--- src/drrc_pkg.sv ---
package drrc_pkg;

	localparam int KEY_W = 16;
	localparam int SLICE_W = 32;
	localparam int OUT_W = 32;
	localparam logic [15:0] CRC_POLY = 16'h1021;
	localparam logic [15:0] CRC_TOP = 16'h8000;
	localparam logic [7:0] BYTE_TOP = 8'h80;

	typedef struct packed {
		logic take_byte;
		logic clear_step;
		logic commit;
	} drrc_cmd_t;

	typedef struct packed {
		logic clear_done;
	} drrc_sts_t;

	// Folds one byte, most significant bit first, into the running CRC.
	function automatic logic [15:0] fold_byte(input logic [15:0] crc, input logic [7:0] b);
		logic [15:0] c;
		logic top_bit;
		logic in_bit;
		c = crc;
		for (int j = 0; j < 8; j++) begin
			top_bit = (c & CRC_TOP) != 16'h0000;
			in_bit = (b & (BYTE_TOP >> j)) != 8'h00;
			c = {c[14:0], 1'b0};
			if (top_bit != in_bit) begin
				c = c ^ CRC_POLY;
			end
		end
		return c;
	endfunction

endpackage

--- src/drrc_ctrl.sv ---
module drrc_ctrl import drrc_pkg::*; (
	input  logic      clk,
	input  logic      arst_n,
	input  logic      in_valid,
	input  logic      in_last,
	output logic      in_ready,
	input  logic      out_ready,
	output logic      out_valid,
	input  drrc_sts_t sts,
	output drrc_cmd_t cmd
);

	localparam logic [1:0] ST_CLEAR = 2'd0;
	localparam logic [1:0] ST_IDLE = 2'd1;
	localparam logic [1:0] ST_UPDATE = 2'd2;

	logic [1:0] state_q;
	logic [1:0] state_next;
	logic out_valid_q;
	logic accept;
	logic commit;

	assign in_ready = (state_q == ST_IDLE);
	assign accept = in_valid && in_ready;
	assign commit = (state_q == ST_UPDATE) && (!out_valid_q || out_ready);
	assign out_valid = out_valid_q;

	assign cmd.take_byte = accept;
	assign cmd.clear_step = (state_q == ST_CLEAR);
	assign cmd.commit = commit;

	always_comb begin
		state_next = state_q;
		case (state_q)
			ST_CLEAR: begin
				if (sts.clear_done) begin
					state_next = ST_IDLE;
				end
			end
			ST_IDLE: begin
				if (accept && in_last) begin
					state_next = ST_UPDATE;
				end
			end
			ST_UPDATE: begin
				if (commit) begin
					state_next = ST_IDLE;
				end
			end
			default: begin
				state_next = ST_CLEAR;
			end
		endcase
	end

	always_ff @(posedge clk or negedge arst_n) begin
		if (!arst_n) begin
			state_q <= ST_CLEAR;
			out_valid_q <= 1'b0;
		end else begin
			state_q <= state_next;
			if (commit) begin
				out_valid_q <= 1'b1;
			end else if (out_ready) begin
				out_valid_q <= 1'b0;
			end
		end
	end

	a_last_goes_update: assert property (@(posedge clk) disable iff (!arst_n)
		accept && in_last |=> state_q == ST_UPDATE)
		else $error("last byte did not start a table update");
	a_commit_shows_word: assert property (@(posedge clk) disable iff (!arst_n)
		commit |=> out_valid_q)
		else $error("committed result not presented");
	a_clear_no_word: assert property (@(posedge clk) disable iff (!arst_n)
		state_q == ST_CLEAR |-> !out_valid_q)
		else $error("result word present during table clear");
	a_stall_holds_update: assert property (@(posedge clk) disable iff (!arst_n)
		state_q == ST_UPDATE && out_valid_q && !out_ready |=> state_q == ST_UPDATE)
		else $error("update left while output stalled");

endmodule

--- config.mk ---
export PLATFORM = sky130hd
export DESIGN_NAME = drrc_ctrl
export DESIGN_NICKNAME = d
export VERILOG_FILES = /design/src/drrc_pkg.sv /design/src/drrc_ctrl.sv
export SDC_FILE = /design/constraint.sdc
export NUM_CORES = 1
export LEC_CHECK = 0
export ABC_AREA = 1
export CAP_MARGIN = 30
export CORE_AREA = 8 8 45 47
export CTS_BUF_LIST = sky130_fd_sc_hd__clkbuf_16
export CTS_CLUSTER_DIAMETER = 150
export DETAILED_ROUTE_END_ITERATION = 6
export DIE_AREA = 0 0 53 55
export DONT_BUFFER_PORTS = 1
export PLACE_DENSITY_LB_ADDON = 0.3
export SYNTH_ARGS = -nofsm -noshare
export SYNTH_HDL_FRONTEND = slang
export SYNTH_SLANG_ARGS = --single-unit
export TNS_END_PERCENT = 20
--- constraint.sdc ---
create_clock -name clk -period 1.2 [get_ports clk]
set_clock_uncertainty 0.05 [all_clocks]
set_input_delay 0.12 -clock clk [delete_from_list [all_inputs] [get_ports clk]]
set_output_delay 0.12 -clock clk [all_outputs]
set_load 0.02 [all_outputs]
==> impl_metrics.ini, run 1 <==
[run_status]
status = finished, final reports clean

[power_and_ir_drop]
switchingPower_mw = 0.297
pwr-share-comb = 0.307
seq_power_share = 0.164
p_int_mw = 0.690
ir_worst_vdd_mv = 0.690
p_leak_nw = 0.194
switching_share = 0.301
p_per_area_nw_per_um2 = 2800
clock_power_share = 0.529

[final_layout]
regArea_um2 = 75.1
areaGrowthSynthToFinish_pct = 95.8
fin_util = 0.255
layout_common_cells = 7 x inv_1, 6 x nand2_1, 5 x buf_4
finalNetCount = 45
fill_cells = 152
multi_input_area_um2 = 73.8
drive_gt1_frac = 0.342
num_antenna_cells = 0
final_common_cell = inv_1

[sta]
hold_violations = 0
max_freq_ghz = 0.840
min_period_ns = 1.19
setup_ws_ns = 0.0102
fin_crit_sh = 0.992
rsz0062_at_grt = yes
slew_violations = 0
relSlewSlack = 0.880
setup_violations = 0
worst_pin_slew_ns = 0.180

[synth]
syn_avg_cell_area_um2 = 6.67
syn_inst = 27
synth.distinct_cells = 8
synth_warnings = 0
ys_seq_area_frac = 0.417
synth_nets = 33
ys_ff_latch = 3
syn_area_um2 = 180

[global_route]
antenna_found_initial = 0
grt_pass1_vias = 228
grt_pass1_wl_um = 855
grt_max_degree = 5
grt_overflow_total = 0
grt_use_total = 0.0460

[die]
start_util = 0.130
core-area_um2 = 1380
die_h_um = 55
io_pins = 11
dieArea_um2 = 2920
std_cell_rows = 14
die_w_um = 53

[drt]
drt_iter0_drc = 3
vias = 192
drtAntennaViolNets = 0
detail_route.wl_per_cell_um = 9.35
drt_pass1_iterations = 5
drc = 0
viasPerCell = 3.56
routed_wl_um = 505

[worst_setup_path]
cp.arrival_ns = 1.02
r2r_setup_slack_ns = 0.21
reg2reg_to = state_q[0]
cp-endpoint = cmd[0]
required_ns = 1.03
crit_path_end_kind = output port
ff2ff_path_depth = 5
worstSetupPathType = reg -> out
worstPathMaxFanout = 4
cp-startpoint = state_q[0]
r2r_start = state_q[1]
start_kind = flip-flop

[job]
maxCapViolCount = 0

[clock_tree]
cts_buffer_depth = 2
clkSinkCount = 3
cts_root_buf = clkbuf_16
numCtsBuffers = 3
cts_tree = done
clk_latency_ns = 0.22
clk_pin_slew_ns = 0.03
htreeDepth = 1

[hold_path]
worstHoldPathType = in -> reg

[place]
post-place-ws_ns = 0.201
place_congestion = 0.649
portBuffers = 0
post-dp-hpwl_um = 384
==> state kept, by name (all words and copies together), names as in the netlist <==
signal     flops
state_q        2
out_valid      1
==> worst min path at each step <==
stage	depth (start not counted)	startpoint	end	slack, ns
floorplan	0	arst_n	out_valid	-0.23
global placement	0	arst_n	out_valid	-0.23
detailed placement	0	arst_n	out_valid	-0.23
CTS	3	out_ready	state_q[1]	0.06
global route	3	out_ready	state_q[1]	0.08
finish	3	out_ready	state_q[1]	0.05
==> critical path: stages (launching register included) <==
cell and delay, ns:
dfrtp_1 0.40, nor2_2 0.11, inv_1 0.05, nor2_1 0.08, buf_4 0.14
==> layout make-up <==
class                           instances  share of cell area
Tap cell                               16              0.0567
Timing Repair Buffer                    9               0.223
Sequential cell                         3               0.213
Clock inverter                          1              0.0106
Clock buffer                            3               0.213
Multi-Input combinational cell         15               0.209
Inverter                                7              0.0745
==> per-stage QoR <==
| stage | power, mW | std cells | hold WS [ns] | area [um^2] | setup TNS (ns) |
|---|---|---|---|---|---|
| 2_1_floorplan | 0.343 | 27 | -0.226 | 180 | 0 |
| 3_5_place_dp | 0.411 | 45 | -0.225 | 215 | 0 |
| 4_1_cts | 1.01 | 54 | 0.0568 | 353 | -0.00674 |
| 5_1_grt | 1.04 | 54 | 0.0751 | 353 | -0.131 |
| 3_3_place_gp | 0.407 | 45 | -0.225 | 215 | 0 |
| 6_report | 0.987 | 54 | 0.0508 | 353 | 0 |
==> synthesized netlist by cell type <==
| library cell | n | share of area |
|---|---|---|
| inv_1 | 7 | 0.15 |
| nand2_1 | 7 | 0.15 |
| nor2_1 | 5 | 0.10 |
| dfrtp_1 | 3 | 0.42 |
| buf_4 | 2 | 0.083 |
| nor2_2 | 1 | 0.035 |
| o21ai_0 | 1 | 0.028 |
| o21bai_1 | 1 | 0.042 |
==> kinds of logic (layout without fill, tap and decap cells) <==
| logic type | count (synthesis) | after routing | share of synthesized area |
|---|---|---|---|
| AOI/OAI and AO/OA | 2 | 2 | 0.0694 |
| DFF | 3 | 3 | 0.417 |
| buffers and inverters | 9 | 20 | 0.229 |
| and+or+nand+nor | 13 | 13 | 0.285 |
==> what timing repair did <==
item,CTS,global route
hold endpoints to repair,5,0
hold buffers,3,0
pin swaps,2,1
setup buffers,2,0
setup endpoints to repair,1,3
resized for setup,4,1
==> per-layer routing <==
layer,vias to the layer above,share of wire,routed length [um],track usage
li1,98,-,-,-
met4,0,0.053,27,0.0776
met5,-,0,0,0
met1,82,0.30,152,0.0259
met2,8,0.54,274,0.0742
met3,4,0.10,51,0.0294
==> power by group through the flow <==
stage | Sequential (mW) | Clock (mW) | Combinational (mW)
after floorplan | 0.164 | 0 | 0.179
after global placement | 0.155 | 0 | 0.252
after detailed placement | 0.157 | 0 | 0.254
after CTS | 0.161 | 0.531 | 0.313
after global routing | 0.168 | 0.539 | 0.336
final | 0.162 | 0.522 | 0.303
Note: power is estimated with default switching activity, not from simulation.
==> inputs of run 2 (changes only) <==
--- a/config.mk
+++ b/config.mk
@@ -7,11 +7,11 @@
 export LEC_CHECK = 0
 export ABC_AREA = 1
 export CAP_MARGIN = 30
-export CORE_AREA = 8 8 45 47
+export CORE_AREA = 2 2 39 41
 export CTS_BUF_LIST = sky130_fd_sc_hd__clkbuf_16
 export CTS_CLUSTER_DIAMETER = 150
 export DETAILED_ROUTE_END_ITERATION = 6
-export DIE_AREA = 0 0 53 55
+export DIE_AREA = 0 0 41 43
 export DONT_BUFFER_PORTS = 1
 export PLACE_DENSITY_LB_ADDON = 0.3
 export SYNTH_ARGS = -nofsm -noshare
==> run 2 against run 1 <==
Compared with the run above:
- critical path depth unchanged
- power is 4.9% lower
- global-route usage rose by 1.0 points
- sequential cell count unchanged
- clock-buffer cell count is the same
==> impl_metrics.ini, run 2 (synthesis results as in run 1) <==
[run_status]
status = finished, final reports clean

[final_layout]
finalNetCount = 43
regMostFlops = state_q
fill_cells = 160
largest_reg_flops = 2
multi_input_area_um2 = 66.3
num_antenna_cells = 0
finalNonFillerCells = 52
regArea_um2 = 75.1
areaGrowthSynthToFinish_pct = 81.2
layout_common_cells = 7 x inv_1, 7 x nand2_1, 4 x nor2_1, 4 x buf_4
drive_gt1_frac = 0.278

[place]
post-place-ws_ns = 0.211
post-dp-hpwl_um = 297
portBuffers = 0
dp.cells = 45
place_congestion = 0.600

[worst_setup_path]
cp.arrival_ns = 1.01
required_ns = 1.03
path_cells = nor2_2 -> inv_1 -> nor2_1 -> buf_4
r2r_start = state_q[0]
cp-endpoint = cmd[0]
cp_slowest_cell = dfrtp_1
start_kind = flip-flop
worstPathMaxFanout = 4
crit_buf_inv = 2
ff2ff_path_depth = 4
cp_top_family = flip-flops
cp.depth = 4
crit_path_end_kind = output port
r2r_setup_slack_ns = 0.27
worstSetupPathType = reg -> out
cp-startpoint = state_q[0]
reg2reg_to = state_q[0]
max_stage_delay_ns = 0.40

[power_and_ir_drop]
ir_worst_vdd_mv = 0.860
p_leak_nw = 0.182
p_per_area_nw_per_um2 = 2880
power_mw = 0.939

[sta]
fin_crit_sh = 0.981
relSlewSlack = 0.882
setup_violations = 0
fin_tns_setup_ns = 0
worst_pin_slew_ns = 0.177
min_period_ns = 1.18
hold_slack_ns = 0.0506
hold_violations = 0
rsz0062_at_grt = yes
max_freq_ghz = 0.849
setup_ws_ns = 0.0225
slew_violations = 0

[drt]
drt_iter0_drc = 1
routed_wl_um = 394
drc = 0
detail_route.wl_per_cell_um = 7.58
viasPerCell = 3.44
drtAntennaViolNets = 0
drt_pass1_iterations = 4
vias = 179

[die]
die_h_um = 43
die_w_um = 41
dieArea_um2 = 1760
core-area_um2 = 1380
std_cell_rows = 14
start_util = 0.130
io_pins = 11

[global_route]
grt_use_total = 0.0563
antenna_found_initial = 0
grt_pass1_vias = 175
grt_pass1_wl_um = 558
grt_overflow_total = 0
grt_max_degree = 5

[clock_tree]
numCtsBuffers = 3
cts_root_buf = clkbuf_16
clk_pin_slew_ns = 0.03
cts_buffer_depth = 2
htreeDepth = 1
cts_tree = done
clkSinkCount = 3
cts_setup_buffers = 0
clk_latency_ns = 0.22

[hold_path]
hold_depth = 3
worstHoldPathType = in -> reg

[job]
maxCapViolCount = 0
-- run 2: where the power goes --
| group | leakage (nW) | internal, mW | switching [mW] |
|---|---|---|---|
| logic | 0.101 | 0.0969 | 0.159 |
| clock network | 0.0423 | 0.430 | 0.0940 |
| registers | 0.0381 | 0.133 | 0.0260 |
| total | 0.182 | 0.660 | 0.279 |
-- run 2: metrics by stage --
stage / instance area [um^2] / util
floorplan: 180 / -
global placement: 215 / 0.156
detailed placement: 215 / 0.156
CTS: 327 / 0.236
global route: 327 / 0.236
finish: 327 / 0.236
-- run 2: area by class of cell --
| cell class | instances | area share |
|---|---|---|
| sequential | 3 | 0.230 |
| clock buffer | 3 | 0.230 |
| multi-input combinational | 15 | 0.203 |
| timing repair buffer | 7 | 0.184 |
| inverter | 7 | 0.0805 |
| tap | 16 | 0.0613 |
| clock inverter | 1 | 0.0115 |
-- run 2: per-layer routing --
metal,global-route usage,up-vias,share of wire
met1,0.0387,80,0.38
met5,0,-,0
met2,0.0719,6,0.51
met4,0.100,0,0.048
met3,0.0314,2,0.058
li1,-,91,-
-- run 2: tightest hold or removal path: stages --
cell and delay (ns):
nor2_1 0.03, nand2_1 0.07, nand2_1 0.05
-- run 2: how the worst min path moves through the flow --
| stage | from | end |
|---|---|---|
| after floorplan | arst_n | out_valid |
| after global placement | arst_n | out_valid |
| after detailed placement | arst_n | out_valid |
| after CTS | out_ready | state_q[1] |
| after global routing | out_ready | state_q[1] |
| final | out_ready | state_q[1] |
-- run 2: what timing repair did --
item | CTS | global route
hold endpoints to repair | 5 | 0
endpoints found under the setup margin | 1 | 2
resized for setup | 1 | 1
hold buffers | 3 | 0
gates cloned | 0 | 0
pin swaps | 1 | 0
==> inputs of run 3 (changes only) <==
--- a/config.mk
+++ b/config.mk
@@ -7,11 +7,11 @@
 export LEC_CHECK = 0
 export ABC_AREA = 1
 export CAP_MARGIN = 30
-export CORE_AREA = 2 2 39 41
+export CORE_AREA = 5 5 42 44
 export CTS_BUF_LIST = sky130_fd_sc_hd__clkbuf_16
 export CTS_CLUSTER_DIAMETER = 150
 export DETAILED_ROUTE_END_ITERATION = 6
-export DIE_AREA = 0 0 41 43
+export DIE_AREA = 0 0 47 49
 export DONT_BUFFER_PORTS = 1
 export PLACE_DENSITY_LB_ADDON = 0.3
 export SYNTH_ARGS = -nofsm -noshare
==> run 3 against run 2 <==
Compared with the run above:
- sequential power grew 8%
- worst hold slack gained 0.0023 ns
- cell area grew 7.7%
- critical path type unchanged
- largest power group unchanged
- maximum frequency shrank 0.75%
==> impl_metrics.ini, run 3 (synthesis results as in run 1) <==
[global_route]
grt_max_degree = 5
grt_overflow_total = 0
grt_pass1_vias = 189
grt_use_total = 0.0522
grt_pass1_wl_um = 738
antenna_found_initial = 0

[clock_tree]
clkSinkCount = 3
clk_latency_ns = 0.22
cts_buffer_depth = 2
htreeDepth = 1
cts_tree = done
cts_root_buf = clkbuf_16
numCtsBuffers = 3
clk_pin_slew_ns = 0.03

[final_layout]
drive_gt1_frac = 0.378
num_antenna_cells = 0
areaGrowthSynthToFinish_pct = 95.1
layout_common_cells = 6 x inv_1, 6 x nand2_1, 4 x nor2_1, 4 x buf_4
fin_util = 0.251
regMostFlops = state_q
multi_input_area_um2 = 78.8
finalNetCount = 44
fill_cells = 169
largest_reg_flops = 2
regArea_um2 = 76.3

[worst_setup_path]
cp_slowest_cell = dfrtp_2
reg2reg_to = state_q[0]
cp.depth = 4
cp.arrival_ns = 1.02
r2r_start = state_q[1]
worstPathMaxFanout = 4
max_stage_delay_ns = 0.43
cp_top_family = flip-flops
crit_buf_inv = 2
required_ns = 1.03
ff2ff_path_depth = 6
crit_path_end_kind = output port
start_kind = flip-flop
path_cells = nor2_4 -> inv_2 -> nor2_1 -> buf_4
r2r_setup_slack_ns = 0.20
worstSetupPathType = reg -> out

[sta]
hold_violations = 0
hold_slack_ns = 0.0529
max_freq_ghz = 0.843
slew_violations = 0
rsz0062_at_grt = yes
relSlewSlack = 0.882
worst_pin_slew_ns = 0.177
min_period_ns = 1.19
fin_crit_sh = 0.989
setup_violations = 0

[die]
io_pins = 11
std_cell_rows = 14
start_util = 0.129
die_w_um = 47
die_h_um = 49
dieArea_um2 = 2300
core-area_um2 = 1400

[drt]
vias = 183
routed_wl_um = 455
drt_iter0_drc = 3
viasPerCell = 3.45
drc = 0
drtAntennaViolNets = 0
detail_route.wl_per_cell_um = 8.58
drt_pass1_iterations = 2

[hold_path]
worstHoldPathType = in -> reg
hold_depth = 3
hold_end = state_q[1]
hold_start = out_ready

[power_and_ir_drop]
power_mw = 0.985
p_per_area_nw_per_um2 = 2800
p_leak_nw = 0.188
ir_worst_vdd_mv = 0.677

[run_status]
status = finished, final reports clean

[place]
portBuffers = 0
post-dp-hpwl_um = 339
place_congestion = 0.548

[job]
maxCapViolCount = 0
==> run 3: cell type report <==
class / instances / share of cell area
Tap cell: 16 / 0.0569
Sequential cell: 3 / 0.217
Multi-Input combinational cell: 15 / 0.224
Clock inverter: 1 / 0.0107
Inverter: 7 / 0.0747
Timing Repair Buffer: 8 / 0.203
Clock buffer: 3 / 0.214
==> run 3: worst max-delay path by stage <==
| stage | start | endpoint |
|---|---|---|
| detailed placement | state_q[0] | cmd[0] |
| finish | state_q[0] | cmd[0] |
| CTS | state_q[1] | cmd[0] |
| global placement | state_q[0] | cmd[0] |
| floorplan | state_q[0] | state_q[0] |
| global route | state_q[1] | cmd[0] |
==> run 3: metrics by stage <==
stage | TNS [ns] | std cells | area (um^2) | worst slack [ns]
2_1_floorplan | 0 | 27 | 180 | 0.100
3_3_place_gp | 0 | 45 | 215 | 0.210
3_5_place_dp | 0 | 45 | 215 | 0.190
4_1_cts | -0.0119 | 53 | 334 | -0.0119
5_1_grt | -0.0792 | 53 | 352 | -0.0433
6_report | 0 | 53 | 352 | 0.0136
==> run 3: worst register-to-register path, cell delays in order, from the launching register on <==
cell and delay [ns]:
dfrtp_1 0.38, inv_2 0.09, nor2_4 0.04, buf_4 0.12, nand2_1 0.08, nand2_1 0.05
o21bai_1 0.11
==> run 3: what timing repair did <==
item | in CTS | in global routing
resized for setup | 2 | 6
endpoints found under the hold margin | 5 | 0
setup buffers | 1 | 0
setup endpoints to repair | 1 | 2
hold buffers | 3 | 0
pin swaps | 1 | 1
==> run 3: where the power goes <==
group | leakage, nW | internal (mW) | switching, mW
combinational | 0.109 | 0.120 | 0.173
sequential | 0.0373 | 0.137 | 0.0356
clock | 0.0423 | 0.429 | 0.0897
total | 0.188 | 0.687 | 0.298
==> run 3: routing by layer <==
| layer | part of all wire | vias up | wire length (um) | track usage |
|---|---|---|---|---|
| li1 | - | 93 | - | - |
| met5 | 0 | - | 0 | 0 |
| met3 | 0.079 | 2 | 36 | 0.0443 |
| met2 | 0.50 | 7 | 228 | 0.0633 |
| met1 | 0.37 | 81 | 170 | 0.0419 |
| met4 | 0.044 | 0 | 20 | 0.0691 |
